===== src/rtl/crt_pkg.sv =====
// ----------------------------------------------------------------------------
// crt_pkg
// Shared types and constants for the cell to 24-bit colour terminal encoder.
// ----------------------------------------------------------------------------
package crt_pkg;

  localparam int MAX_DIMENSION_DEF = 4096;

  localparam int CFG_IDX_W  = 2;
  localparam int CFG_DATA_W = 16;

  // configuration register indexes
  typedef enum logic [CFG_IDX_W-1:0] {
    CFG_IMAGE_WIDTH      = 2'd0,
    CFG_IMAGE_HEIGHT     = 2'd1,
    CFG_TERMINAL_COLUMNS = 2'd2,
    CFG_TERMINAL_ROWS    = 2'd3
  } cfg_idx_t;

  typedef struct packed {
    logic [12:0] image_width;
    logic [12:0] image_height;
    logic [15:0] terminal_columns;
    logic [15:0] terminal_rows;
  } crt_cfg_t;

  // byte constants
  localparam logic [7:0] CH_ESC     = 8'h1B;
  localparam logic [7:0] CH_LBRACK  = 8'h5B;
  localparam logic [7:0] CH_THREE   = 8'h33;
  localparam logic [7:0] CH_FOUR    = 8'h34;
  localparam logic [7:0] CH_EIGHT   = 8'h38;
  localparam logic [7:0] CH_TWO     = 8'h32;
  localparam logic [7:0] CH_SEMI    = 8'h3B;
  localparam logic [7:0] CH_M       = 8'h6D;
  localparam logic [7:0] CH_SPACE   = 8'h20;
  localparam logic [7:0] CH_TILDE   = 8'h7E;
  localparam logic [7:0] CH_QUERY   = 8'h3F;
  localparam logic [7:0] CH_NEWLINE = 8'h0A;

  // segments of one cell's byte run, in emission order
  typedef enum logic [2:0] {
    SEG_NL  = 3'd0,
    SEG_FG  = 3'd1,
    SEG_BG  = 3'd2,
    SEG_CHR = 3'd3,
    SEG_RST = 3'd4
  } seg_t;

  localparam int NUM_SEG = 5;
  localparam int IDX_W   = 5;

  localparam logic [IDX_W-1:0] COLOR_LAST = 5'd18;
  localparam logic [IDX_W-1:0] RST_LAST   = 5'd2;

  // one cell's work: which segments run, and their payload
  typedef struct packed {
    logic [NUM_SEG-1:0] en;
    logic [7:0]         char_byte;
    logic [23:0]        fore;
    logic [23:0]        back;
  } crt_run_t;

endpackage


===== src/rtl/crt_decode.sv =====
// ----------------------------------------------------------------------------
// crt_decode
// Tracks column, row and last emitted colours and decides, per cell, which
// segments of the byte run are emitted.
// ----------------------------------------------------------------------------
module crt_decode import crt_pkg::*; #(
  parameter int MAX_DIMENSION = MAX_DIMENSION_DEF
) (
  input  logic       clk,
  input  logic       rst,
  input  crt_cfg_t   cfg,
  input  logic       fire,
  input  logic [7:0] cell_char,
  input  logic [7:0] fore_red,
  input  logic [7:0] fore_green,
  input  logic [7:0] fore_blue,
  input  logic [7:0] back_red,
  input  logic [7:0] back_green,
  input  logic [7:0] back_blue,
  output crt_run_t   run,
  output logic       run_any
);

  localparam int CNT_W = (MAX_DIMENSION > 1) ? $clog2(MAX_DIMENSION) : 1;
  localparam int DIM_W = $clog2(MAX_DIMENSION + 1);
  localparam int CMP_W = ((DIM_W > 16) ? DIM_W : 16) + 1;

  logic [CNT_W-1:0] column_count, column_count_next;
  logic [CNT_W-1:0] row_count, row_count_next;
  logic [23:0]      last_fore_color, last_fore_color_next;
  logic [23:0]      last_back_color, last_back_color_next;

  logic [23:0]      fore, back;
  logic [CMP_W-1:0] w, h, tc, tr, col, row, col_inc, row_inc, min_wc, last_col;
  logic             row_vis, col0, mid_vis;
  logic             en_nl, en_fg, en_bg, en_chr, en_rst;
  logic [7:0]       char_byte;

  always_comb begin
    fore = {fore_red, fore_green, fore_blue};
    back = {back_red, back_green, back_blue};

    // clamp frame size to 1..MAX_DIMENSION
    w = CMP_W'(cfg.image_width);
    if (w == '0) begin
      w = CMP_W'(1);
    end else if (w > CMP_W'(MAX_DIMENSION)) begin
      w = CMP_W'(MAX_DIMENSION);
    end
    h = CMP_W'(cfg.image_height);
    if (h == '0) begin
      h = CMP_W'(1);
    end else if (h > CMP_W'(MAX_DIMENSION)) begin
      h = CMP_W'(MAX_DIMENSION);
    end

    tc      = CMP_W'(cfg.terminal_columns);
    tr      = CMP_W'(cfg.terminal_rows);
    col     = CMP_W'(column_count);
    row     = CMP_W'(row_count);
    col_inc = col + CMP_W'(1);
    row_inc = row + CMP_W'(1);

    min_wc   = (w < tc) ? w : tc;
    last_col = (min_wc == '0) ? '0 : min_wc - CMP_W'(1);

    row_vis = (row < h) && (row < tr);
    col0    = (col == '0);
    mid_vis = !col0 && (col < w) && (col < tc);

    en_nl  = row_vis && col0 && (row != '0);
    en_fg  = row_vis && (col0 || (mid_vis && (cell_char != CH_SPACE) &&
                                  (fore != last_fore_color)));
    en_bg  = row_vis && (col0 || (mid_vis && (back != last_back_color)));
    en_chr = row_vis && (col0 || mid_vis);
    en_rst = row_vis && (col == last_col);

    if (cell_char inside {[CH_SPACE:CH_TILDE]}) begin
      char_byte = cell_char;
    end else begin
      char_byte = CH_QUERY;
    end

    run.en        = {en_rst, en_chr, en_bg, en_fg, en_nl};
    run.char_byte = char_byte;
    run.fore      = fore;
    run.back      = back;
    run_any       = |run.en;

    // counters wrap at the end of a row and of the frame
    if (col_inc >= w) begin
      column_count_next = '0;
      row_count_next    = (row_inc >= h) ? '0 : row_inc[CNT_W-1:0];
    end else begin
      column_count_next = col_inc[CNT_W-1:0];
      row_count_next    = row_count;
    end

    last_fore_color_next = en_fg ? fore : last_fore_color;
    last_back_color_next = en_bg ? back : last_back_color;
  end

  always_ff @(posedge clk) begin
    if (rst) begin
      column_count    <= '0;
      row_count       <= '0;
      last_fore_color <= '0;
      last_back_color <= '0;
    end else if (fire) begin
      column_count    <= column_count_next;
      row_count       <= row_count_next;
      last_fore_color <= last_fore_color_next;
      last_back_color <= last_back_color_next;
    end
  end

endmodule


===== src/rtl/crt_emit.sv =====
// ----------------------------------------------------------------------------
// crt_emit
// Byte sequencer: holds one cell's run and steps through its segments,
// giving one byte per cycle while the output buffer has room.
// ----------------------------------------------------------------------------
module crt_emit import crt_pkg::*; (
  input  logic       clk,
  input  logic       rst,
  input  logic       load,
  input  crt_run_t   run_in,
  output logic       load_ok,
  input  logic       room,
  output logic       push,
  output logic [7:0] push_byte,
  output logic       push_last
);

  crt_run_t         run;
  logic             run_valid;
  seg_t             seg, seg_next, seg_first;
  logic [IDX_W-1:0] idx;
  logic [IDX_W-1:0] seg_last_idx;
  logic             seg_done, has_next, adv;
  logic [7:0]       chan;
  logic [23:0]      digits;
  logic [23:0]      rgb;
  logic [7:0]       kind;

  function automatic logic [23:0] dec3(input logic [7:0] v);
    logic [1:0]  hun;
    logic [6:0]  rem;
    logic [14:0] prod;
    logic [3:0]  ten;
    logic [3:0]  one;
    if (v >= 8'd200) begin
      hun = 2'd2;
      rem = 7'(v - 8'd200);
    end else if (v >= 8'd100) begin
      hun = 2'd1;
      rem = 7'(v - 8'd100);
    end else begin
      hun = 2'd0;
      rem = v[6:0];
    end
    // rem below 100: times 205 over 2048 gives the tens digit
    prod = 15'(rem) * 15'd205;
    ten  = prod[14:11];
    one  = 4'(rem - 7'(ten) * 7'd10);
    return {6'b001100, hun, 4'h3, ten, 4'h3, one};
  endfunction

  always_comb begin
    // first enabled segment of the incoming run
    seg_first = SEG_RST;
    for (int i = NUM_SEG - 1; i >= 0; i--) begin
      if (run_in.en[i]) begin
        seg_first = seg_t'(i[2:0]);
      end
    end

    // next enabled segment after the current one
    seg_next = SEG_RST;
    has_next = 1'b0;
    for (int i = NUM_SEG - 1; i >= 0; i--) begin
      if (run.en[i] && (3'(i) > seg)) begin
        seg_next = seg_t'(i[2:0]);
        has_next = 1'b1;
      end
    end

    case (seg)
      SEG_FG, SEG_BG: seg_last_idx = COLOR_LAST;
      SEG_RST:        seg_last_idx = RST_LAST;
      default:        seg_last_idx = '0;
    endcase

    seg_done  = (idx == seg_last_idx);
    adv       = run_valid && room;
    push      = adv;
    push_last = seg_done && !has_next;
    load_ok   = !run_valid || (adv && push_last);
  end

  always_comb begin
    rgb  = (seg == SEG_BG) ? run.back : run.fore;
    kind = (seg == SEG_BG) ? CH_FOUR : CH_THREE;
    if (idx < 5'd11) begin
      chan = rgb[23:16];
    end else if (idx < 5'd15) begin
      chan = rgb[15:8];
    end else begin
      chan = rgb[7:0];
    end
    digits = dec3(chan);

    push_byte = CH_ESC;
    case (seg)
      SEG_NL:  push_byte = CH_NEWLINE;
      SEG_CHR: push_byte = run.char_byte;
      SEG_RST: begin
        case (idx)
          5'd0:    push_byte = CH_ESC;
          5'd1:    push_byte = CH_LBRACK;
          default: push_byte = CH_M;
        endcase
      end
      SEG_FG, SEG_BG: begin
        case (idx)
          5'd0:                   push_byte = CH_ESC;
          5'd1:                   push_byte = CH_LBRACK;
          5'd2:                   push_byte = kind;
          5'd3:                   push_byte = CH_EIGHT;
          5'd5:                   push_byte = CH_TWO;
          5'd4, 5'd6, 5'd10, 5'd14: push_byte = CH_SEMI;
          5'd7, 5'd11, 5'd15:     push_byte = digits[23:16];
          5'd8, 5'd12, 5'd16:     push_byte = digits[15:8];
          5'd9, 5'd13, 5'd17:     push_byte = digits[7:0];
          default:                push_byte = CH_M;
        endcase
      end
      default: push_byte = CH_ESC;
    endcase
  end

  always_ff @(posedge clk) begin
    if (rst) begin
      run_valid <= 1'b0;
      seg       <= SEG_NL;
      idx       <= '0;
    end else if (load_ok) begin
      run_valid <= load;
      seg       <= seg_first;
      idx       <= '0;
    end else if (adv) begin
      if (seg_done) begin
        seg <= seg_next;
        idx <= '0;
      end else begin
        idx <= idx + IDX_W'(1);
      end
    end
  end

  always_ff @(posedge clk) begin
    if (load_ok && load) begin
      run <= run_in;
    end
  end

endmodule


===== src/rtl/crt_skid.sv =====
// ----------------------------------------------------------------------------
// crt_skid
// Two-entry output buffer; room is a registered flag so the downstream ready
// never reaches the cell input.
// ----------------------------------------------------------------------------
module crt_skid import crt_pkg::*; (
  input  logic       clk,
  input  logic       rst,
  input  logic       push,
  input  logic [7:0] push_byte,
  input  logic       push_last,
  output logic       room,
  output logic       out_valid,
  input  logic       out_ready,
  output logic [7:0] out_byte,
  output logic       run_last
);

  logic       main_valid, spare_valid;
  logic [7:0] spare_byte;
  logic       spare_last;
  logic       pop;

  assign room      = !spare_valid;
  assign out_valid = main_valid;
  assign pop       = main_valid && out_ready;

  always_ff @(posedge clk) begin
    if (rst) begin
      main_valid  <= 1'b0;
      spare_valid <= 1'b0;
    end else if (!main_valid || pop) begin
      main_valid  <= spare_valid || push;
      spare_valid <= 1'b0;
    end else if (push) begin
      spare_valid <= 1'b1;
    end
  end

  always_ff @(posedge clk) begin
    if (!main_valid || pop) begin
      if (spare_valid) begin
        out_byte <= spare_byte;
        run_last <= spare_last;
      end else begin
        out_byte <= push_byte;
        run_last <= push_last;
      end
    end else if (push) begin
      spare_byte <= push_byte;
      spare_last <= push_last;
    end
  end

endmodule


===== src/rtl/cell_to_ansi_truecolor_stream.sv =====
// ----------------------------------------------------------------------------
// cell_to_ansi_truecolor_stream
// Turns frame-buffer cells into a 24-bit colour terminal byte stream.
// ----------------------------------------------------------------------------
// A cell's bytes leave one per cycle while the output buffer has room, so a
// cell that gives n bytes holds the cell input until its last byte is pushed
// (1 byte for a plain character, up to 43 for a row start with newline, both
// colour sequences and the trailing ESC[m); a hidden cell gives no bytes and
// does not load the byte sequencer. Output bytes pass through a two-entry
// buffer, so a cell is taken while finished bytes still wait downstream.
// Configuration writes are always ready and take effect on the next cell.
module cell_to_ansi_truecolor_stream import crt_pkg::*; #(
  parameter int MAX_DIMENSION = MAX_DIMENSION_DEF
) (
  input  logic                  clk,
  input  logic                  rst,
  input  logic                  cfg_valid,
  output logic                  cfg_ready,
  input  logic [CFG_IDX_W-1:0]  cfg_index,
  input  logic [CFG_DATA_W-1:0] cfg_data,
  input  logic                  in_valid,
  output logic                  in_ready,
  input  logic [7:0]            cell_char,
  input  logic [7:0]            fore_red,
  input  logic [7:0]            fore_green,
  input  logic [7:0]            fore_blue,
  input  logic [7:0]            back_red,
  input  logic [7:0]            back_green,
  input  logic [7:0]            back_blue,
  output logic                  out_valid,
  input  logic                  out_ready,
  output logic [7:0]            out_byte,
  output logic                  run_last
);

  crt_cfg_t   cfg;
  crt_run_t   run;
  logic       run_any;
  logic       fire;
  logic       room, push, push_last;
  logic [7:0] push_byte;

  assign cfg_ready = 1'b1;
  assign fire      = in_valid && in_ready;

  always_ff @(posedge clk) begin
    if (rst) begin
      cfg.image_width      <= 13'd80;
      cfg.image_height     <= 13'd24;
      cfg.terminal_columns <= 16'd80;
      cfg.terminal_rows    <= 16'd24;
    end else if (cfg_valid) begin
      case (cfg_idx_t'(cfg_index))
        CFG_IMAGE_WIDTH:      cfg.image_width      <= cfg_data[12:0];
        CFG_IMAGE_HEIGHT:     cfg.image_height     <= cfg_data[12:0];
        CFG_TERMINAL_COLUMNS: cfg.terminal_columns <= cfg_data;
        CFG_TERMINAL_ROWS:    cfg.terminal_rows    <= cfg_data;
        default:              cfg.terminal_rows    <= cfg.terminal_rows;
      endcase
    end
  end

  crt_decode #(
    .MAX_DIMENSION(MAX_DIMENSION)
  ) u_decode (
    .clk       (clk),
    .rst       (rst),
    .cfg       (cfg),
    .fire      (fire),
    .cell_char (cell_char),
    .fore_red  (fore_red),
    .fore_green(fore_green),
    .fore_blue (fore_blue),
    .back_red  (back_red),
    .back_green(back_green),
    .back_blue (back_blue),
    .run       (run),
    .run_any   (run_any)
  );

  crt_emit u_emit (
    .clk      (clk),
    .rst      (rst),
    .load     (fire && run_any),
    .run_in   (run),
    .load_ok  (in_ready),
    .room     (room),
    .push     (push),
    .push_byte(push_byte),
    .push_last(push_last)
  );

  crt_skid u_skid (
    .clk      (clk),
    .rst      (rst),
    .push     (push),
    .push_byte(push_byte),
    .push_last(push_last),
    .room     (room),
    .out_valid(out_valid),
    .out_ready(out_ready),
    .out_byte (out_byte),
    .run_last (run_last)
  );

endmodule

===== config.mk =====
export PLATFORM = sky130hd
export DESIGN_NAME = cell_to_ansi_truecolor_stream
export DESIGN_NICKNAME = d
export VERILOG_FILES = /design/src/rtl/crt_pkg.sv /design/src/rtl/crt_decode.sv /design/src/rtl/crt_emit.sv /design/src/rtl/crt_skid.sv /design/src/rtl/cell_to_ansi_truecolor_stream.sv
export SDC_FILE = /design/constraint.sdc
export NUM_CORES = 1
export LEC_CHECK = 0
export BUFFER_PORTS_ARGS = -buffer_cell sky130_fd_sc_hd__buf_2
export CAP_MARGIN = 0
export CORE_ASPECT_RATIO = 1.2
export CORE_MARGIN = 8
export CORE_UTILIZATION = 60
export CTS_CLUSTER_DIAMETER = 100
export DETAILED_ROUTE_END_ITERATION = 8
export MAX_ROUTING_LAYER = met4
export PLACE_DENSITY = 0.79
export SLEW_MARGIN = 15
export SYNTH_ARGS = -nofsm -noshare
export SYNTH_HDL_FRONTEND = slang
export SYNTH_HIERARCHICAL = 1
export SYNTH_SLANG_ARGS = --single-unit

===== constraint.sdc =====
create_clock -name clk -period 16 [get_ports clk]
set_input_delay 3.2 -clock clk [delete_from_list [all_inputs] [get_ports clk]]
set_output_delay 3.2 -clock clk [all_outputs]
set_load 0.005 [all_outputs]

* Yosys cells after proc, flatten, opt, wreduce, memory -nomap -nowiden
Index checks and enable logic that the tools add are counted.
** Operators by class
- Add/sub/neg operators :: 7
- Multiply operators :: 2
- Magnitude comparators :: 20
- Eq/ne operators :: 29
- Muxes and demuxes :: 39
- Bitwise operators :: 1
- Reduce and logical (&&, ||, !) cells :: 63
** Operators with widths (count)
- $pmux W8 S9 :: 1
- $mux W17 :: 4
- $ne A24 B24 Y1 :: 2
- $eq A5 B4 Y1 const B :: 8
- $mux W3 :: 12
- $ge A17 B17 Y1 :: 2
- $lt A12 B17 Y1 :: 2
- $lt A12 B16 Y1 :: 2
- $pmux W8 S4 :: 1
- $add A12 B1 Y13 const B :: 2
- $gt A13 B13 Y1 const B :: 2
- $logic_not A13 Y1 :: 2
- $mux W13 :: 2
- $logic_and A1 B1 Y1 :: 25
- $mux W12 :: 2
- $mux W24 :: 1
- $mux W8 :: 3
- $eq A5 B3 Y1 const B :: 4
- $reduce_and A2 Y1 :: 9
- $eq A12 B17 Y1 :: 1
- $logic_not A17 Y1 :: 1
- $lt A17 B16 Y1 :: 1
- $sub A17 B1 Y17 const B :: 1
- $mul A7 B8 Y15 const B :: 1
- 41 further kinds :: 70
** Storage, ports and cells
- Flip-flop bits (word level) :: 220
- Bits of input ports :: 79
- Output and inout port bits :: 12
- Logic and storage cells :: 182

* Logic depth before layout (Yosys ltp)
- Word-level depth :: 14
- Depth in mapped cells :: 36
- Gate-level depth less buffers :: 33

* Hierarchy
Netlist, hierarchy kept.
** By module, submodules not included
- crt_decode :: times used 1, cells an instance 921, area an instance 7298.2 um^2, seq. area each 1441.4 um^2
- crt_emit :: times used 1, cells an instance 437, area an instance 4635.7 um^2, seq. area each 1981.9 um^2
- cell_to_ansi_truecolor_stream :: times used 1, cells an instance 216, area an instance 2337.2 um^2, seq. area each 1161.1 um^2
- crt_skid :: times used 1, cells an instance 37, area an instance 754.5 um^2, seq. area each 580.6 um^2

* Least setup slack after synthesis
OpenSTA, ideal clock, no wires.
- Path type :: reg2reg
- From :: reg, netlist name cfg[57]
- To :: reg u_emit/run[0] (netlist name) (enable)
- Setup time :: 0.424 ns
- Arrival :: 6.950 ns
- Path slack :: 8.626 ns
- Cell stages (with the launch flop) :: 27
- Buffers on the path :: 5
- Clock period less this slack :: 7.374 ns
- Cell sequence :: dfxtp_1 > clkbuf_1 > inv_1 > buf_4 > nand2_1 > inv_1 > ha_1 > nand4_1 > or4_4 > a31oi_4 > a21o_1 > buf_6 > buf_12 > buf_2 > nor2_1 > a21oi_1 > ha_1 > nor2b_1 > nand3_1 > or4_1 > mux2i_2 > o211ai_2 > a2111oi_4 > o2111ai_1 > o31ai_1 > and3_1 > and2_1
** Between the ends
- Cells in the longest elaborated chain, start to end :: 13
** Ends and longest elaborated chain
- $gt A13 B13 Y1 :: RTL line crt_decode.sv:47 : end else if (w > CMP_W'(MAX_DIMENSION)) begin
- $mux W13 :: RTL line crt_decode.sv:47
- $mux W17 * :: RTL line crt_decode.sv:45 : if (w == '0) begin
- parallel branches: the longest is 7 deep, another holds $lt A17 B16 Y1
- $reduce_or A5 Y1 * :: RTL line crt_decode.sv:88 : run_any = |run.en;
- named net run_any :: RTL line cell_to_ansi_truecolor_stream.sv:38 : logic run_any;
- $logic_and A1 B1 Y1 * :: RTL line cell_to_ansi_truecolor_stream.sv:84 : .load (fire && run_any),
- $logic_and A1 B1 Y1 * :: RTL line crt_emit.sv:145 : if (load_ok && load) begin
- to (signal assigned) :: RTL line crt_emit.sv:146 : run <= run_in;
- to (decl) :: RTL line crt_emit.sv:18 : crt_run_t run;
Mark *: on every way through the listed nets, which the timed path passes.
A chain may end at the register's enable or synchronous reset.

* Final worst setup path
- From :: reg u_emit.seg[1]
- To :: reg u_skid.out_byte[2], data pin
** Between the ends
- Cells in the longest elaborated chain, start to end :: 13
** Ends and longest elaborated chain
- from (decl) :: RTL line crt_emit.sv:20 : seg_t seg, seg_next, seg_first;
- from (signal assigned) :: RTL line crt_emit.sv:132 : seg <= seg_first;
- from (signal assigned) :: RTL line crt_emit.sv:136 : seg <= seg_next;
- $eq A3 B2 Y1 :: RTL line crt_emit.sv:85, crt_emit.sv:86, crt_emit.sv:97
- $mux W24 :: RTL line crt_emit.sv:85 : rgb = (seg == SEG_BG) ? run.back : run.fore;
- $mux W8 :: RTL line crt_emit.sv:89 : end else if (idx < 5'd15) begin
- $mux W8 :: RTL line crt_emit.sv:87 : if (idx < 5'd11) begin
- $sub A7 B7 Y7 / $ge A8 B7 Y1 (equally long branches) :: RTL line crt_emit.sv:40, crt_emit.sv:38
- $mux W7 :: RTL line crt_emit.sv:38 : end else if (v >= 8'd100) begin
- $mux W7 :: RTL line crt_emit.sv:35 : if (v >= 8'd200) begin
- $mul A7 B8 Y15 :: RTL line crt_emit.sv:46 : prod = 15'(rem) * 15'd205;
- $mul A4 B3 Y3 :: RTL line crt_emit.sv:48 : one = 4'(rem - 7'(ten) * 7'd10);
- $sub A4 B4 Y4 :: RTL line crt_emit.sv:48
- $pmux W8 S9 :: RTL line crt_emit.sv:108 : case (idx)
- $pmux W8 S4 * :: RTL line crt_emit.sv:97 : case (seg)
- named net push_byte[2] :: RTL line cell_to_ansi_truecolor_stream.sv:41 : logic [7:0] push_byte;
- $mux W8 * :: RTL line crt_skid.sv:42 : if (spare_valid) begin
- to (signal assigned) :: RTL line crt_skid.sv:43 : out_byte <= spare_byte;
- to (signal assigned) :: RTL line crt_skid.sv:46 : out_byte <= push_byte;
- to (decl) :: RTL line crt_skid.sv:15 : output logic [7:0] out_byte,
Mark *: on every way through the listed nets, which the timed path passes. The rest lies on a longest branch.

==> summary.md <==
| Metric | Value |
|---|---|
| Number of cells on the critical path | 26 |
| DRT iter0 DRCs | 752 |
| IO Pins | 91 |
| Worst vdd ir | ~94 uV |
| Setup bufs post-CTS | 0 |
| ANT nets after route | 0 |
| Top-area cell type share of the netlist area | 0.188 |
| CTS tree | yes |
| Routed length per instance | between 15 and 20 um |
| Crit path buf inv count | 2 |
| Clock Skew | ~0.0094 ns |
| Async SR Flop Fraction | 0 |
| Setup crit end kind | register |
| # port buffers | approximately 90 |
| Yosys warnings | 6 |
| CP top delay family | compound AO/OA/AOI/OAI gates |
| Slew margin rel. | 0.298 |
| F_max | about 110 MHz |
| Reg clk slew, reported paths | ~0.06 ns |
| Yosys cell types | 96 |
| Final Hold Viols | 0 |
| Core area | between 20000 and 25000 sq um |
| Gr ovfl total | 0 |
| Row count | 63 |
| CP max stage cell | dfxtp_1 |
| CTS sink count | around 220 |
| Final nets | about 1800 |
| Vias in the first global route | between 10000 and 15000 |
| Max cap viols | 0 |
| Critical path data arrival time | slightly above 9 ns |
| LEAKAGE | around 7.1 nW |
| Top area cells in the synthesized netlist | dfxtp_1 19%, edfxtp_1 16%, ha_1 11% |
| Worst R2R Path Depth | 26 |
| Hold Path Sink | cfg[30]$_SDFFE_PP0P_ |
| RSZ-0062 raised after global routing | no |
| Largest net degree at the start of global routing | roughly 120 |
| Startpoint Class | register |
| Final setup fails | 0 |
| Routed WL | 36.2 mm |
| H-Tree Depth | 1 |
| Avg Cell Area, Syn | between 9 and 10 sq um |
| Global-route wire length before repair | ~59 mm |
| Register bit total from synthesis | between 200 and 250 |
| TritonCTS Buffers | 23 |
| Detailed-route via count | around 12000 |
| Core Util, Final | 0.650 |
| Beginning of the worst hold path | cfg[30]$_SDFFE_PP0P_ |
| Worst-skew pair later-pin latency | between 0.5 and 0.6 ns |
| Setup TNS | 0 ns |
| Netlist Area Pre-Place | roughly 15000 sq um |
| First-pass detailed-route iteration total | 6 |
| Register area share after synthesis | 0.344 |
| Share of layout cells above drive strength 1 | 0.116 |
| Crit path max fanout | 26 |
| Vias per std cell | ~6 |
| Die Footprint | 30400 sq um |
| Worst reg2reg endpoint | u_skid/out_byte[2]$_DFFE_PP_ |
| Horiz. Die Dim | 160 um |
| Number of flops mapped to enable cells by yosys | 78 |
| Result of the run | completed |
| Final GP Congestion | between 0.9 and 1 |
| Root Buffer Master | clkbuf_16 |
| Slowest stage delay, CP | 0.85 ns |
| PostCTS Resize Cnt | 0 |
| Detailed Place HPWL | ~28 mm |
| Hold crit path type | reg2reg |
| Chip Height | roughly 190 um |
| Leading area contributor after synthesis | dfxtp_1 |
| Initial antenna violation count | 4 |
| Clk buf depth | 3 |
| # hold bufs at CTS | 0 |
| Setup CP Type | reg2reg |
| Detailed-route DRC error count | 0 |
| Pins Over Slew Limit | 0 |
| Initial Util | 0.609 |
| Power Dens Cells | ~120 nW/um^2 |
| Area Growth Syn to Fin | 6.79% |
| Flop2flop setup slack | 7.28 ns |
| Post-route minimum period | roughly 8.7 ns |
| All-layer global routing usage | 0.238 |
| Primary FF master, synth | dfxtp_1 |
| Min-Delay Path Depth | 2 |
| Reg-to-Reg Start | u_emit/seg[1]$_SDFFE_PP0P_ |
| Synth Instances | approximately 1600 |
| Crit share post-route | 0.545 |
| Syn_nets | between 1500 and 2000 |
| Worst slew pin tran | roughly 1.0 ns |
| Req. time, crit path | roughly 16 ns |
[metal layers]
| metal | up-vias | GRT usage | part of all wire |
|---|---|---|---|
| met2 | 342 | 0.426 | 0.51 |
| met4 | 0 | 0.0961 | 0.040 |
| met1 | 5562 | 0.263 | 0.40 |
| li1 | 5730 | - | - |
| met3 | 94 | 0.0337 | 0.049 |
| met5 | - | - | 0 |
[placed cells by master (no fill, tap or decap), types with 19 or more instances in the layout]
cell / n
clkbuf_16: 23
xor2_1: 63
ha_1: 130
edfxtp_1: 78
nor3_1: 42
a21oi_1: 56
xnor2_1: 23
nand3_1: 43
nand2b_1: 71
dfxtp_1: 141
o21ai_0: 54
nand2_1: 113
mux2i_1: 128
nor4_1: 25
inv_1: 95
nand4_1: 19
buf_2: 88
nor2_1: 133
[cells by family (layout without fill, tap and decap cells)]
kind of cell,after synthesis,in the layout,share of synthesized area
xor+xnor,87,87,0.0516
buf+inv,215,234,0.0729
fa+ha+maj,139,139,0.120
flops,219,219,0.344
simple gates,537,537,0.185
mux,147,147,0.104
other cells,2,7,0.000500
compound gates,265,265,0.122
[registers in the layout, summed over array words and instances, names as in the netlist]
| register | flops |
|---|---|
| u_emit/idx | 5 |
| u_decode/last_fore_color | 24 |
| u_skid/spare_byte | 8 |
| u_skid/run_last | 1 |
| u_decode/row_count | 12 |
| u_decode/column_count | 12 |
| u_emit/seg | 3 |
| u_skid/spare_last | 1 |
| u_emit/run_valid | 1 |
| u_emit/run | 60 |
| u_skid/out_valid | 1 |
| cfg | 58 |
| u_skid/out_byte | 8 |
| u_skid/spare_valid | 1 |
| u_decode/last_back_color | 24 |
[through the flow]
step	area, sq um	setup WS, ns	hold WS, ns	total power, mW	cells
final	16000	7.28	0.478	1.89	1960
after global routing	16000	6.71	0.498	2.00	1959
after CTS	16000	7.35	0.482	1.90	1955
after detailed placement	15200	7.41	0.467	1.32	1913
after global placement	15200	7.57	0.461	1.30	1913
after floorplan	15000	8.63	0.447	1.17	1611
[worst min-delay path, cell delays in order, from the launching register on]
cell,delay (ns)
dfxtp_1,0.31
nand2b_1,0.07
mux2i_1,0.06
[power breakdown]
part / internal (mW) / leakage [nW] / switching, mW
registers: 0.617 / 1.88 / 0.0260
clock network: 0.352 / 0.399 / 0.223
logic: 0.305 / 4.79 / 0.363
[worst max-delay path by stage]
stage,startpoint,end
3_3_place_gp,u_emit/seg[1]$_SDFFE_PP0P_,u_skid/out_byte[3]$_DFFE_PP_
3_5_place_dp,u_emit/seg[1]$_SDFFE_PP0P_,u_skid/out_byte[3]$_DFFE_PP_
5_1_grt,u_emit/seg[1]$_SDFFE_PP0P_,u_skid/out_byte[2]$_DFFE_PP_
2_1_floorplan,cfg[57]$_SDFFE_PP0P_,u_emit/run[0]$_DFFE_PP_
4_1_cts,u_emit/seg[1]$_SDFFE_PP0P_,u_skid/out_byte[2]$_DFFE_PP_
6_report,u_emit/seg[1]$_SDFFE_PP0P_,u_skid/out_byte[2]$_DFFE_PP_
[cells in the mapped netlist, types with 12 or more instances]
cell      count
o21ai_0      54
nor2_1      133
a21o_1       15
a21oi_1      56
buf_2        15
nand4_1      19
mux2i_1     128
o21a_1       16
nor2b_1      16
nor3_1       42
nand2_1     113
nand2b_1     71
buf_4        57
ha_1        130
a211oi_1     14
nor4_1       25
clkbuf_1     35
nand3_1      43
xor2_1       63
and3_1       12
inv_1        95
a31oi_1      16
dfxtp_1     141
xnor2_1      23
edfxtp_1     78
[area by class of cell]
class	count	area [sq um]
well taps	325	407
diodes	5	12.5
repair buffers	97	508
clock inverters	15	211
fillers	1994	8630
clock buffers	27	601
multi-input cells	1177	8780
flip-flops and latches	219	5160
inverters	95	357
Power figures use the tool's default switching activity.
